--- config.mk ---
export PLATFORM = sky130hd
export DESIGN_NAME = weekly_interval_scheduler
export DESIGN_NICKNAME = d
export VERILOG_FILES = /design/src/hdl/wis_pkg.sv /design/src/hdl/weekly_interval_scheduler.sv /design/src/hdl/wis_slot_mem.sv /design/src/hdl/wis_cmp.sv
export SDC_FILE = /design/constraint.sdc
export NUM_CORES = 2
export LEC_CHECK = 0
export BUFFER_PORTS_ARGS = -buffer_cell sky130_fd_sc_hd__buf_2
export CAP_MARGIN = 10
export CORE_MARGIN = 3
export CORE_UTILIZATION = 55
export CTS_CLUSTER_DIAMETER = 150
export CTS_CLUSTER_SIZE = 40
export DETAILED_ROUTE_END_ITERATION = 7
export PLACE_DENSITY = 0.71
export SLEW_MARGIN = 20
export SYNTH_ARGS = -nofsm -noshare
export SYNTH_HDL_FRONTEND = slang
export SYNTH_HIERARCHICAL = 1
export SYNTH_SLANG_ARGS = --single-unit
--- constraint.sdc ---
create_clock -name clk -period 7.9 [get_ports clk]
set_clock_uncertainty 0.2 [all_clocks]
set_input_delay 0.395 -clock clk [delete_from_list [all_inputs] [get_ports clk]]
set_output_delay 0.395 -clock clk [all_outputs]
set_load 0.01 [all_outputs]
--- src/hdl/wis_pkg.sv ---
// ---------------------------------------------------------------------------
// wis_pkg: shared types and constants of the weekly interval scheduler
// Field widths, operation and result codes, and the stored slot payload.
// ---------------------------------------------------------------------------
package wis_pkg;

	localparam int SLOTS_PER_DAY_DEF = 8;
	localparam int NUM_DAYS          = 7;
	localparam int DAY_W             = 3;
	localparam int TIME_W            = 17;
	localparam int ID_W              = 16;

	typedef enum logic [1:0] {
		OP_TICK   = 2'd0,
		OP_REG    = 2'd1,
		OP_UNREG  = 2'd2,
		OP_CHANGE = 2'd3
	} op_t;

	typedef enum logic [1:0] {
		KIND_ON   = 2'd0,
		KIND_OFF  = 2'd1,
		KIND_OK   = 2'd2,
		KIND_FAIL = 2'd3
	} kind_t;

	// Stored part of a slot; used and active marks live in flip-flops.
	typedef struct packed {
		logic [TIME_W-1:0] tstart;
		logic [TIME_W-1:0] tstop;
		logic [ID_W-1:0]   ident;
	} slot_data_t;

	// Outputs of the shared compare unit.
	typedef struct packed {
		logic gt_start;
		logic lt_stop;
		logic gt_stop;
		logic key_eq;
	} cmp_t;

endpackage

--- src/hdl/weekly_interval_scheduler.sv ---
// ---------------------------------------------------------------------------
// weekly_interval_scheduler: per-weekday interval table with on/off edges
// A tick on a valid day holds busy high while it reads one slot per cycle, drains the
// last read and then releases the held edge; an edit stops at its first hit. Results
// strobe one cycle each and cannot be stalled; the final one shows in the first cycle
// with busy low. A new transaction is taken only while idle, so a tick must finish
// before the next one is taken; a repeated tick or weekday seven finishes at once.
// Reset clears used and active marks and the previous tick at once.
// ---------------------------------------------------------------------------
module weekly_interval_scheduler
	import wis_pkg::*;
#(
	parameter int SLOTS_PER_DAY = SLOTS_PER_DAY_DEF
) (
	input  logic                clk,
	input  logic                arst_n,
	input  logic                start,
	output logic                busy,
	input  logic [1:0]          operation,
	input  logic [DAY_W-1:0]    weekday,
	input  logic [TIME_W-1:0]   tick_time,
	input  logic [TIME_W-1:0]   start_time,
	input  logic [TIME_W-1:0]   end_time,
	input  logic [ID_W-1:0]     interval_id,
	input  logic [TIME_W-1:0]   new_start,
	input  logic [TIME_W-1:0]   new_end,
	input  logic [ID_W-1:0]     new_id,
	output logic                strobe,
	output logic [1:0]          kind,
	output logic [ID_W-1:0]     edge_id,
	output logic [DAY_W-1:0]    edge_day,
	output logic [TIME_W-1:0]   edge_time,
	output logic                last
);

	localparam int DEPTH = NUM_DAYS * SLOTS_PER_DAY;
	localparam int AW    = $clog2(DEPTH);
	localparam int IW    = (SLOTS_PER_DAY > 1) ? $clog2(SLOTS_PER_DAY) : 1;
	localparam int CW    = $clog2(SLOTS_PER_DAY + 1);

	typedef enum logic [1:0] {
		ST_IDLE,
		ST_SCAN,
		ST_FLUSH
	} state_t;

	state_t              state_q;

	// Captured transaction.
	op_t                 op_q;
	logic [DAY_W-1:0]    day_q;
	logic [TIME_W-1:0]   tt_q;
	logic [TIME_W-1:0]   st_q;
	logic [TIME_W-1:0]   en_q;
	logic [ID_W-1:0]     id_q;
	logic [TIME_W-1:0]   ns_q;
	logic [TIME_W-1:0]   ne_q;
	logic [ID_W-1:0]     nid_q;

	// Walk control: read pointer, and the slot whose data is back from memory.
	logic [AW-1:0]       base_q;
	logic [CW-1:0]       rd_q;
	logic                ev_q;
	logic [IW-1:0]       ev_idx_q;

	// Per-slot marks, cleared together at reset.
	logic [DEPTH-1:0]    used_q;
	logic [DEPTH-1:0]    active_q;

	logic [DAY_W-1:0]    prev_day_q;
	logic [TIME_W-1:0]   prev_time_q;

	// Held edge: only known to be the last one when the walk ends.
	logic                pend_q;
	kind_t               pend_kind_q;
	logic [ID_W-1:0]     pend_id_q;

	// Output register.
	logic                strobe_q;
	kind_t               kind_q;
	logic [ID_W-1:0]     edge_id_q;
	logic [DAY_W-1:0]    edge_day_q;
	logic [TIME_W-1:0]   edge_time_q;
	logic                last_q;

	logic                accept;
	op_t                 in_op;
	logic                rd_en;
	logic [AW-1:0]       rd_addr;
	logic [AW-1:0]       ev_addr;
	slot_data_t          rdata;
	slot_data_t          wdata;
	logic                mem_we;
	cmp_t                cmp;
	logic                slot_used;
	logic                slot_act;
	logic                is_tick;
	logic                turn_on;
	logic                turn_off;
	logic                hit;
	logic                scan_end;

	assign accept  = start && (state_q == ST_IDLE);
	assign busy    = (state_q != ST_IDLE);
	assign in_op   = op_t'(operation);

	assign rd_en   = (state_q == ST_SCAN) && (rd_q < CW'(SLOTS_PER_DAY));
	assign rd_addr = base_q + AW'(rd_q[IW-1:0]);
	assign ev_addr = base_q + AW'(ev_idx_q);

	assign slot_used = used_q[ev_addr];
	assign slot_act  = active_q[ev_addr];
	assign is_tick   = (op_q == OP_TICK);

	// Tick decisions: turn on wins over turn off for the same slot.
	assign turn_on  = ev_q && is_tick && slot_used && cmp.gt_start && cmp.lt_stop && !slot_act;
	assign turn_off = ev_q && is_tick && slot_used && !turn_on && cmp.gt_stop && slot_act;

	// Register hits the first free slot; unregister and change the first match.
	always_comb begin
		unique case (op_q)
			OP_REG:              hit = ev_q && !slot_used;
			OP_UNREG, OP_CHANGE: hit = ev_q && slot_used && cmp.key_eq;
			default:             hit = 1'b0;
		endcase
	end

	assign scan_end = ev_q && (ev_idx_q == IW'(SLOTS_PER_DAY - 1));

	assign mem_we = (state_q == ST_SCAN) && hit && ((op_q == OP_REG) || (op_q == OP_CHANGE));

	always_comb begin
		if (op_q == OP_REG) begin
			wdata = '{tstart: st_q, tstop: en_q, ident: id_q};
		end else begin
			wdata = '{tstart: ns_q, tstop: ne_q, ident: nid_q};
		end
	end

	wis_slot_mem #(
		.DEPTH (DEPTH),
		.AW    (AW)
	) u_mem (
		.clk   (clk),
		.we    (mem_we),
		.waddr (ev_addr),
		.wdata (wdata),
		.re    (rd_en),
		.raddr (rd_addr),
		.rdata (rdata)
	);

	wis_cmp u_cmp (
		.slot      (rdata),
		.tick_time (tt_q),
		.key_start (st_q),
		.key_stop  (en_q),
		.key_id    (id_q),
		.flags     (cmp)
	);

	always_ff @(posedge clk or negedge arst_n) begin
		if (!arst_n) begin
			state_q     <= ST_IDLE;
			op_q        <= OP_TICK;
			day_q       <= '0;
			tt_q        <= '0;
			st_q        <= '0;
			en_q        <= '0;
			id_q        <= '0;
			ns_q        <= '0;
			ne_q        <= '0;
			nid_q       <= '0;
			base_q      <= '0;
			rd_q        <= '0;
			ev_q        <= 1'b0;
			ev_idx_q    <= '0;
			used_q      <= '0;
			active_q    <= '0;
			prev_day_q  <= '0;
			prev_time_q <= '0;
			pend_q      <= 1'b0;
			pend_kind_q <= KIND_ON;
			pend_id_q   <= '0;
			strobe_q    <= 1'b0;
			kind_q      <= KIND_OK;
			edge_id_q   <= '0;
			edge_day_q  <= '0;
			edge_time_q <= '0;
			last_q      <= 1'b0;
		end else begin
			strobe_q <= 1'b0;
			unique case (state_q)
				ST_IDLE: begin
					if (accept) begin
						op_q     <= in_op;
						day_q    <= weekday;
						tt_q     <= tick_time;
						st_q     <= start_time;
						en_q     <= end_time;
						id_q     <= interval_id;
						ns_q     <= new_start;
						ne_q     <= new_end;
						nid_q    <= new_id;
						base_q   <= AW'(int'(weekday) * SLOTS_PER_DAY);
						rd_q     <= '0;
						ev_q     <= 1'b0;
						ev_idx_q <= '0;
						pend_q   <= 1'b0;
						if (in_op == OP_TICK) begin
							// Drop a repeated tick; otherwise record it and walk the day.
							if ((weekday != prev_day_q) || (tick_time != prev_time_q)) begin
								prev_day_q  <= weekday;
								prev_time_q <= tick_time;
								if (int'(weekday) < NUM_DAYS) begin
									state_q <= ST_SCAN;
								end
							end
						end else if (int'(weekday) < NUM_DAYS) begin
							state_q <= ST_SCAN;
						end else begin
							// Weekday seven names no day: fail at once.
							strobe_q    <= 1'b1;
							kind_q      <= KIND_FAIL;
							edge_id_q   <= '0;
							edge_day_q  <= '0;
							edge_time_q <= '0;
							last_q      <= 1'b1;
						end
					end
				end
				ST_SCAN: begin
					if (rd_en) begin
						rd_q <= rd_q + CW'(1);
					end
					ev_q     <= rd_en;
					ev_idx_q <= rd_q[IW-1:0];
					if (is_tick) begin
						if (turn_on) begin
							active_q[ev_addr] <= 1'b1;
						end
						if (turn_off) begin
							active_q[ev_addr] <= 1'b0;
						end
						if (turn_on || turn_off) begin
							// Release the held edge, hold the new one.
							if (pend_q) begin
								strobe_q    <= 1'b1;
								kind_q      <= pend_kind_q;
								edge_id_q   <= pend_id_q;
								edge_day_q  <= day_q;
								edge_time_q <= tt_q;
								last_q      <= 1'b0;
							end
							pend_q      <= 1'b1;
							pend_kind_q <= turn_on ? KIND_ON : KIND_OFF;
							pend_id_q   <= rdata.ident;
						end
						if (scan_end) begin
							state_q <= ST_FLUSH;
						end
					end else if (hit) begin
						unique case (op_q)
							OP_REG: begin
								used_q[ev_addr]   <= 1'b1;
								active_q[ev_addr] <= 1'b0;
							end
							OP_UNREG: begin
								used_q[ev_addr]   <= 1'b0;
								active_q[ev_addr] <= 1'b0;
							end
							default: begin
								active_q[ev_addr] <= 1'b0;
							end
						endcase
						strobe_q    <= 1'b1;
						kind_q      <= KIND_OK;
						edge_id_q   <= '0;
						edge_day_q  <= '0;
						edge_time_q <= '0;
						last_q      <= 1'b1;
						state_q     <= ST_IDLE;
					end else if (scan_end) begin
						strobe_q    <= 1'b1;
						kind_q      <= KIND_FAIL;
						edge_id_q   <= '0;
						edge_day_q  <= '0;
						edge_time_q <= '0;
						last_q      <= 1'b1;
						state_q     <= ST_IDLE;
					end
				end
				ST_FLUSH: begin
					// Release the held edge as the final result of the tick.
					if (pend_q) begin
						strobe_q    <= 1'b1;
						kind_q      <= pend_kind_q;
						edge_id_q   <= pend_id_q;
						edge_day_q  <= day_q;
						edge_time_q <= tt_q;
						last_q      <= 1'b1;
					end
					pend_q  <= 1'b0;
					state_q <= ST_IDLE;
				end
				default: begin
					state_q <= ST_IDLE;
				end
			endcase
		end
	end

	assign strobe    = strobe_q;
	assign kind      = kind_q;
	assign edge_id   = edge_id_q;
	assign edge_day  = edge_day_q;
	assign edge_time = edge_time_q;
	assign last      = last_q;

endmodule

--- src/hdl/wis_slot_mem.sv ---
// ---------------------------------------------------------------------------
// wis_slot_mem: slot payload memory
// One write port, one read port with registered read data.
// ---------------------------------------------------------------------------
module wis_slot_mem
	import wis_pkg::*;
#(
	parameter int DEPTH = NUM_DAYS * SLOTS_PER_DAY_DEF,
	parameter int AW    = $clog2(DEPTH)
) (
	input  logic            clk,
	input  logic            we,
	input  logic [AW-1:0]   waddr,
	input  slot_data_t      wdata,
	input  logic            re,
	input  logic [AW-1:0]   raddr,
	output slot_data_t      rdata
);

	slot_data_t mem_q [DEPTH];

	always_ff @(posedge clk) begin
		if (we) begin
			mem_q[waddr] <= wdata;
		end
	end

	always_ff @(posedge clk) begin
		if (re) begin
			rdata <= mem_q[raddr];
		end
	end

endmodule

--- src/hdl/wis_cmp.sv ---
// ---------------------------------------------------------------------------
// wis_cmp: shared compare unit
// Compares one slot against the tick time or the search key.
// ---------------------------------------------------------------------------
module wis_cmp
	import wis_pkg::*;
(
	input  slot_data_t          slot,
	input  logic [TIME_W-1:0]   tick_time,
	input  logic [TIME_W-1:0]   key_start,
	input  logic [TIME_W-1:0]   key_stop,
	input  logic [ID_W-1:0]     key_id,
	output cmp_t                flags
);

	assign flags.gt_start = tick_time > slot.tstart;
	assign flags.lt_stop  = tick_time < slot.tstop;
	assign flags.gt_stop  = tick_time > slot.tstop;
	assign flags.key_eq   = (slot.tstart == key_start) && (slot.tstop == key_stop)
		&& (slot.ident == key_id);

endmodule

After elaboration in Yosys (flattened, before gate mapping)
Memories as Yosys holds them, arrays and structs flattened. A register that Yosys moved wholly into a read port is not among the register bits.
Index checks and enable logic that the tools add are counted.
Word-level totals
  word-level logic and storage cells: 205
  input port bits: 125
  memories: 1
  register bits after elaboration: 323
  output and inout port bits: 41
  bits in writable memories: 2800
Operators by class
  magnitude comparators: 7
  bitwise gates (word level): 7
  add/subtract/negate cells: 3
  reductions and logical operators: 45
  equality and inequality tests: 24
  mux-type cells: 92
Memory list
  u_mem.mem_q: words 56, width 50, read ports 1, clocked after memory_dff 1, wr ports 1, RTL line wis_slot_mem.sv:20  | slot_data_t mem_q [DEPTH];
Operators with widths (number)
  2-to-1 mux 56 bit: 6
  AND 56 bit: 3
  2-to-1 mux 17 bit: 8
  2-to-1 mux 16 bit: 8
  OR 56 bit: 2
  case mux 56 bit (2 select lines): 1
  inverter 56 bit: 1
  case mux 17 bit (3 select lines): 1
  2-to-1 mux 50 bit: 1
  case mux 16 bit (3 select lines): 1
  equality test 17 bit: 2
  greater-than comparator 17 bit: 2
  2-to-1 mux 2 bit: 16
  2-to-1 mux 3 bit: 9
  2-to-1 mux 1 bit: 26
  logical AND 1 bit: 19
  < comparator 17 bit: 1
  != test 17 bit: 1
  equality test 16 bit: 1
  AND reduction 4 bit: 4
  adder 6 x 3 -> 6 bit: 2
  binary-select mux 1 bit (select 6 bit): 2
  != test 2 bit, second input constant: 6
  != test 3 bit, second input constant: 3
  32 further kinds: 52

Logic depth before layout (Yosys ltp)
  depth after elaboration: 15
  depth in mapped cells: 15
  depth with buffers taken out: 11

Cells and area by module
The synthesis kept the hierarchy.
Modules (own cells, without submodules)
  wis_slot_mem: area an instance 108097.4 um^2, seq. area each 85582.1 um^2, times used 1, cells each 4754
  weekly_interval_scheduler: area an instance 14689.1 um^2, seq. area each 8059.0 um^2, times used 1, cells each 1226
  wis_cmp: area an instance 1390.1 um^2, seq. area each 0.0 um^2, times used 1, cells each 185

Worst setup path after synthesis
No wires, ideal clock.
  path type: flip-flop to flip-flop
  start point: register ev_idx_q[2]
  end point: memory u_mem/mem_q[24][0] (netlist name), enable pin
  data required time: 7.181 ns
  slack: 0.897 ns
  arrival time: 6.284 ns
  period minus slack after synthesis: 7.003 ns
  cell stages (with the launch flop): 15
  path through: dfrtp_1 buf_2 buf_6 buf_6 buf_2 mux4_2 a32oi_1 o21ai_0 a2111o_1 nor3_1 or2_2 o211a_1 nor2b_1 nand4b_1 nor3_1
Between the ends
  longest elaborated chain between the ends: 10
  elaborated cells between the ends (all ways): 12
  those cells by class: 1 x add/sub; 5 x mux; 6 x reduce/logical
RTL lines
  start: declaration: RTL line weekly_interval_scheduler.sv:64  | logic [IW-1:0] ev_idx_q;
  start signal: assignment: RTL line weekly_interval_scheduler.sv:237  | ev_idx_q <= rd_q[IW-1:0];
  adder 6 x 3 -> 6 bit *: RTL line weekly_interval_scheduler.sv:109  | assign ev_addr = base_q + AW'(ev_idx_q);
  binary-select mux 1 bit (select 6 bit) *: RTL line weekly_interval_scheduler.sv:111  | assign slot_used = used_q[ev_addr];
  2-to-1 mux 1 bit (implied by the code) *: RTL line weekly_interval_scheduler.sv:111
  logical AND 1 bit or logical NOT 1 bit (tied branches): RTL line weekly_interval_scheduler.sv:123, weekly_interval_scheduler.sv:122
  logical AND 1 bit, on equally long branches: RTL line weekly_interval_scheduler.sv:123, weekly_interval_scheduler.sv:122
  case mux 1 bit (2 select lines) *: RTL line weekly_interval_scheduler.sv:121  | unique case (op_q)
  logical AND 1 bit * (2 in a row): RTL line weekly_interval_scheduler.sv:130  | assign mem_we = (state_q == ST_SCAN) && hit && ((op_q == OP_REG) || (op_q == OP_CHANGE));
  named net mem_we: RTL line weekly_interval_scheduler.sv:93  | logic mem_we;
  2-to-1 mux 1 bit *: RTL line wis_slot_mem.sv:23  | if (we) begin
  2-to-1 mux 1 bit (implied by the code) *: RTL line wis_slot_mem.sv:24  | mem_q[waddr] <= wdata;
  end: declaration: RTL line wis_slot_mem.sv:20
Mark *: on every way through the listed nets, which the timed path passes. The rest lies on a longest branch. The select of a mux whose other input is x is not followed.

Final worst setup path
  start point: register ev_idx_q[0]
  end point: memory u_mem/mem_q[13][11] (netlist name), enable pin
The elaborated chain is that of the path after synthesis.

==> impl_metrics.json <==
{
  "status": "finished clean",
  "slew_violations": 0,
  "drive_above_1_share_pct": 22.6,
  "max_flop_register": "u_mem/mem_q",
  "synthFlopType": "edfxtp_1",
  "tns_ns": 0,
  "grt_use_total_pct": 28.2,
  "portBuffers": 165,
  "startpoint": "ev_idx_q[0]$_DFFE_PN0P_",
  "relSlewSlack_pct": 13.4,
  "grt_pass1_vias": 61200,
  "clk_latency_ns": 0.81,
  "async_reset_ff_share_pct": 10.2,
  "syn_area_um2": 124000,
  "via_per_inst": 6.76,
  "synth-edff-count": 2850,
  "clkSlewWorstSetupHoldPaths_ns": 0.15,
  "pin_count": 166,
  "largest_register_ffs": 2800,
  "numClockSinks": 3172,
  "start_kind": "register",
  "max_cap_violations": 0,
  "fin_area_um2": 133000,
  "regToRegStartpoint": "ev_idx_q[0]$_DFFE_PN0P_",
  "wl_per_cell_um": 34.6,
  "synth.ff_latch_count": 3172,
  "gp_congestion": 0.895,
  "dr.pass1.iters": 6,
  "min_period_ns": 6.14,
  "syn_inst": 6165,
  "rows": 173,
  "ctsHtreeMaxLevel": 3,
  "critPathMaxFanout": 34,
  "dp_hpwl_um": 200000,
  "coreArea_um2": 223000,
  "rsz0062_at_grt": "no",
  "synthesis.nets": 6334,
  "critPathRequiredTime_ns": 8.19,
  "die-area_um2": 232000,
  "powerDensity_nw_per_um2": 357,
  "max-vdd-ir-drop_v": 0.000380,
  "cts_tree": "done",
  "clock-root-buffer": "clkbuf_16",
  "finalNetCount": 6570,
  "whs_ns": 0.0570,
  "setup_viol": 0,
  "worst_pin_slew_ns": 1.29,
  "fmax_mhz": 163,
  "hold_viol": 0,
  "grt_max_degree": 139,
  "initial_core_util_pct": 55.6,
  "ctsResizeCount": 0,
  "grt_antenna_before_repair": 22,
  "largestRegisters": "u_mem/mem_q x2800, active_q x56, u_mem/rdata x50",
  "cts_made_buffers": 89,
  "clockBufferDepth": 3,
  "finalWirelength_um": 326000,
  "cts_hold_buffers": 124,
  "avgSynthCellArea_um2": 20.1,
  "end_kind": "register",
  "drc": 0,
  "dr_total_vias": 63600,
  "synthDistinctLibCells": 74,
  "cp_data_arrival_time_ns": 6.43,
  "postRouteAntennaNets": 0,
  "first_iter_violations": 9476,
  "area_delta_synth_final_pct": 7.28,
  "grt-ovfl-total": 0,
  "p_leak_nw": 42.8,
  "synth_warnings": 6,
  "crit_type": "register to register",
  "placed_area_um2": 129000,
  "post-route-period-util_pct": 77.7,
  "post-cts-setup-buffers": 0,
  "dieHeight_um": 481,
  "synth-seq-area-share_pct": 75.4,
  "hp-class": "input port to async pin",
  "die_w_um": 481,
  "grt_pass1_wl_um": 465000
}
[critical path, cell delays in order (launching register included)]
cell and delay (ns):
dfrtp_2 0.87, mux4_2 0.61, a22oi_1 0.19, nor2_1 0.08, a2111o_1 0.54, nor3_1 0.36, or2_2 0.24, o211a_1 0.62
nor2b_1 0.36, nand3_1 0.50, nor2_4 0.78, buf_4 0.42
[cell families after synthesis]
family                     Yosys count  share of synthesized area, %
xor gates and xnor gates            70                         0.494
and+or+nand+nor                    601                          2.46
buffers and inverters              401                          1.51
DFF                               3172                          75.4
adders and majority gates           44                         0.443
muxes                             1188                          16.0
AOI/OAI and AO/OA                  689                          3.65
[cell type report]
cell class / instances / area (um2)
tap: 2975 / 3720
inverter: 49 / 184
clock buffer: 108 / 2320
fill: 15800 / 90200
multi-input combinational: 2592 / 29300
antenna: 14 / 35.0
timing repair buffer: 497 / 3970
sequential: 3172 / 93700
clock inverter: 5 / 66.3
[cell usage in the layout, fill, tap and decap left out, types with 16 or more instances in the layout]
master	n
nor2_1	83
buf_4	182
nor3_1	87
clkbuf_1	18
a22oi_1	97
a21oi_1	192
dfrtp_1	313
buf_12	25
mux4_2	614
ha_1	42
buf_2	164
a22o_1	46
nand4_1	23
mux2_2	252
a211oi_1	55
and3_1	47
nand3_1	69
nor4_1	16
o21ai_0	19
clkbuf_16	90
edfxtp_1	2850
dlygate4sd3_1	124
xor2_1	56
nor2_4	54
nand2_1	84
nor2b_1	55
inv_1	48
mux2i_1	315
o22ai_1	143
a31oi_1	67
[metal layers]
layer  share of wire [%]  track usage, %  vias up
li1                    -               -    25600
met1                  39            42.0    34000
met2                  47            42.8     3613
met3                  11            5.94      408
met4                 3.4            8.01       14
met5               0.030               0        -
[synth_stat cells, types with 50 or more instances]
cell type,n,share of area (%)
a211oi_1,55,0.33
a21oi_1,193,0.78
a22oi_1,97,0.59
a31oi_1,67,0.34
buf_2,78,0.31
buf_4,50,0.30
clkbuf_1,179,0.54
dfrtp_1,321,6.5
edfxtp_1,2850,69
mux2_2,259,2.3
mux2i_1,315,2.5
mux4_2,614,11
nand2_1,88,0.27
nand3_1,70,0.28
nor2_1,137,0.41
nor2b_1,57,0.29
nor3_1,99,0.40
o22ai_1,143,0.72
xor2_1,56,0.39
[worst paths after layout]
path | to | slack [ns] | depth (start not counted)
max | u_mem/mem_q[13][11]$_DFFE_PP_ | 1.76 | 11
min | active_q[52]$_DFFE_PN0P_ | 0.06 | 2
max reg2reg | u_mem/mem_q[13][11]$_DFFE_PP_ | 1.76 | 11
min reg2reg | edge_time[0]$_DFFE_PN0P_ | 0.32 | 1
max in group asynchronous | rd_q[2]$_DFFE_PN0P_ | 5.80 | 3
min in group clk | ns_q[3]$_DFFE_PN0P_ | 0.15 | 3
[stage by stage]
stage               utilization, %  worst slack, ns  instances  total power [mW]
global route                  59.6             1.52       9398              49.1
global placement              58.0             1.85       9160              40.7
CTS                           59.6             1.83       9397              47.5
finish                        59.6             1.76       9412              47.6
detailed placement            58.0             1.86       9160              41.0
floorplan                        -            0.897       6165              33.3
[where the power goes]
part	switching [mW]	internal, mW	total [mW]
registers	0.816	22.6	23.4
clock network	4.59	2.13	6.72
logic	12.0	5.46	17.5
total	17.4	30.2	47.6
Power figures use the tool's default switching activity.
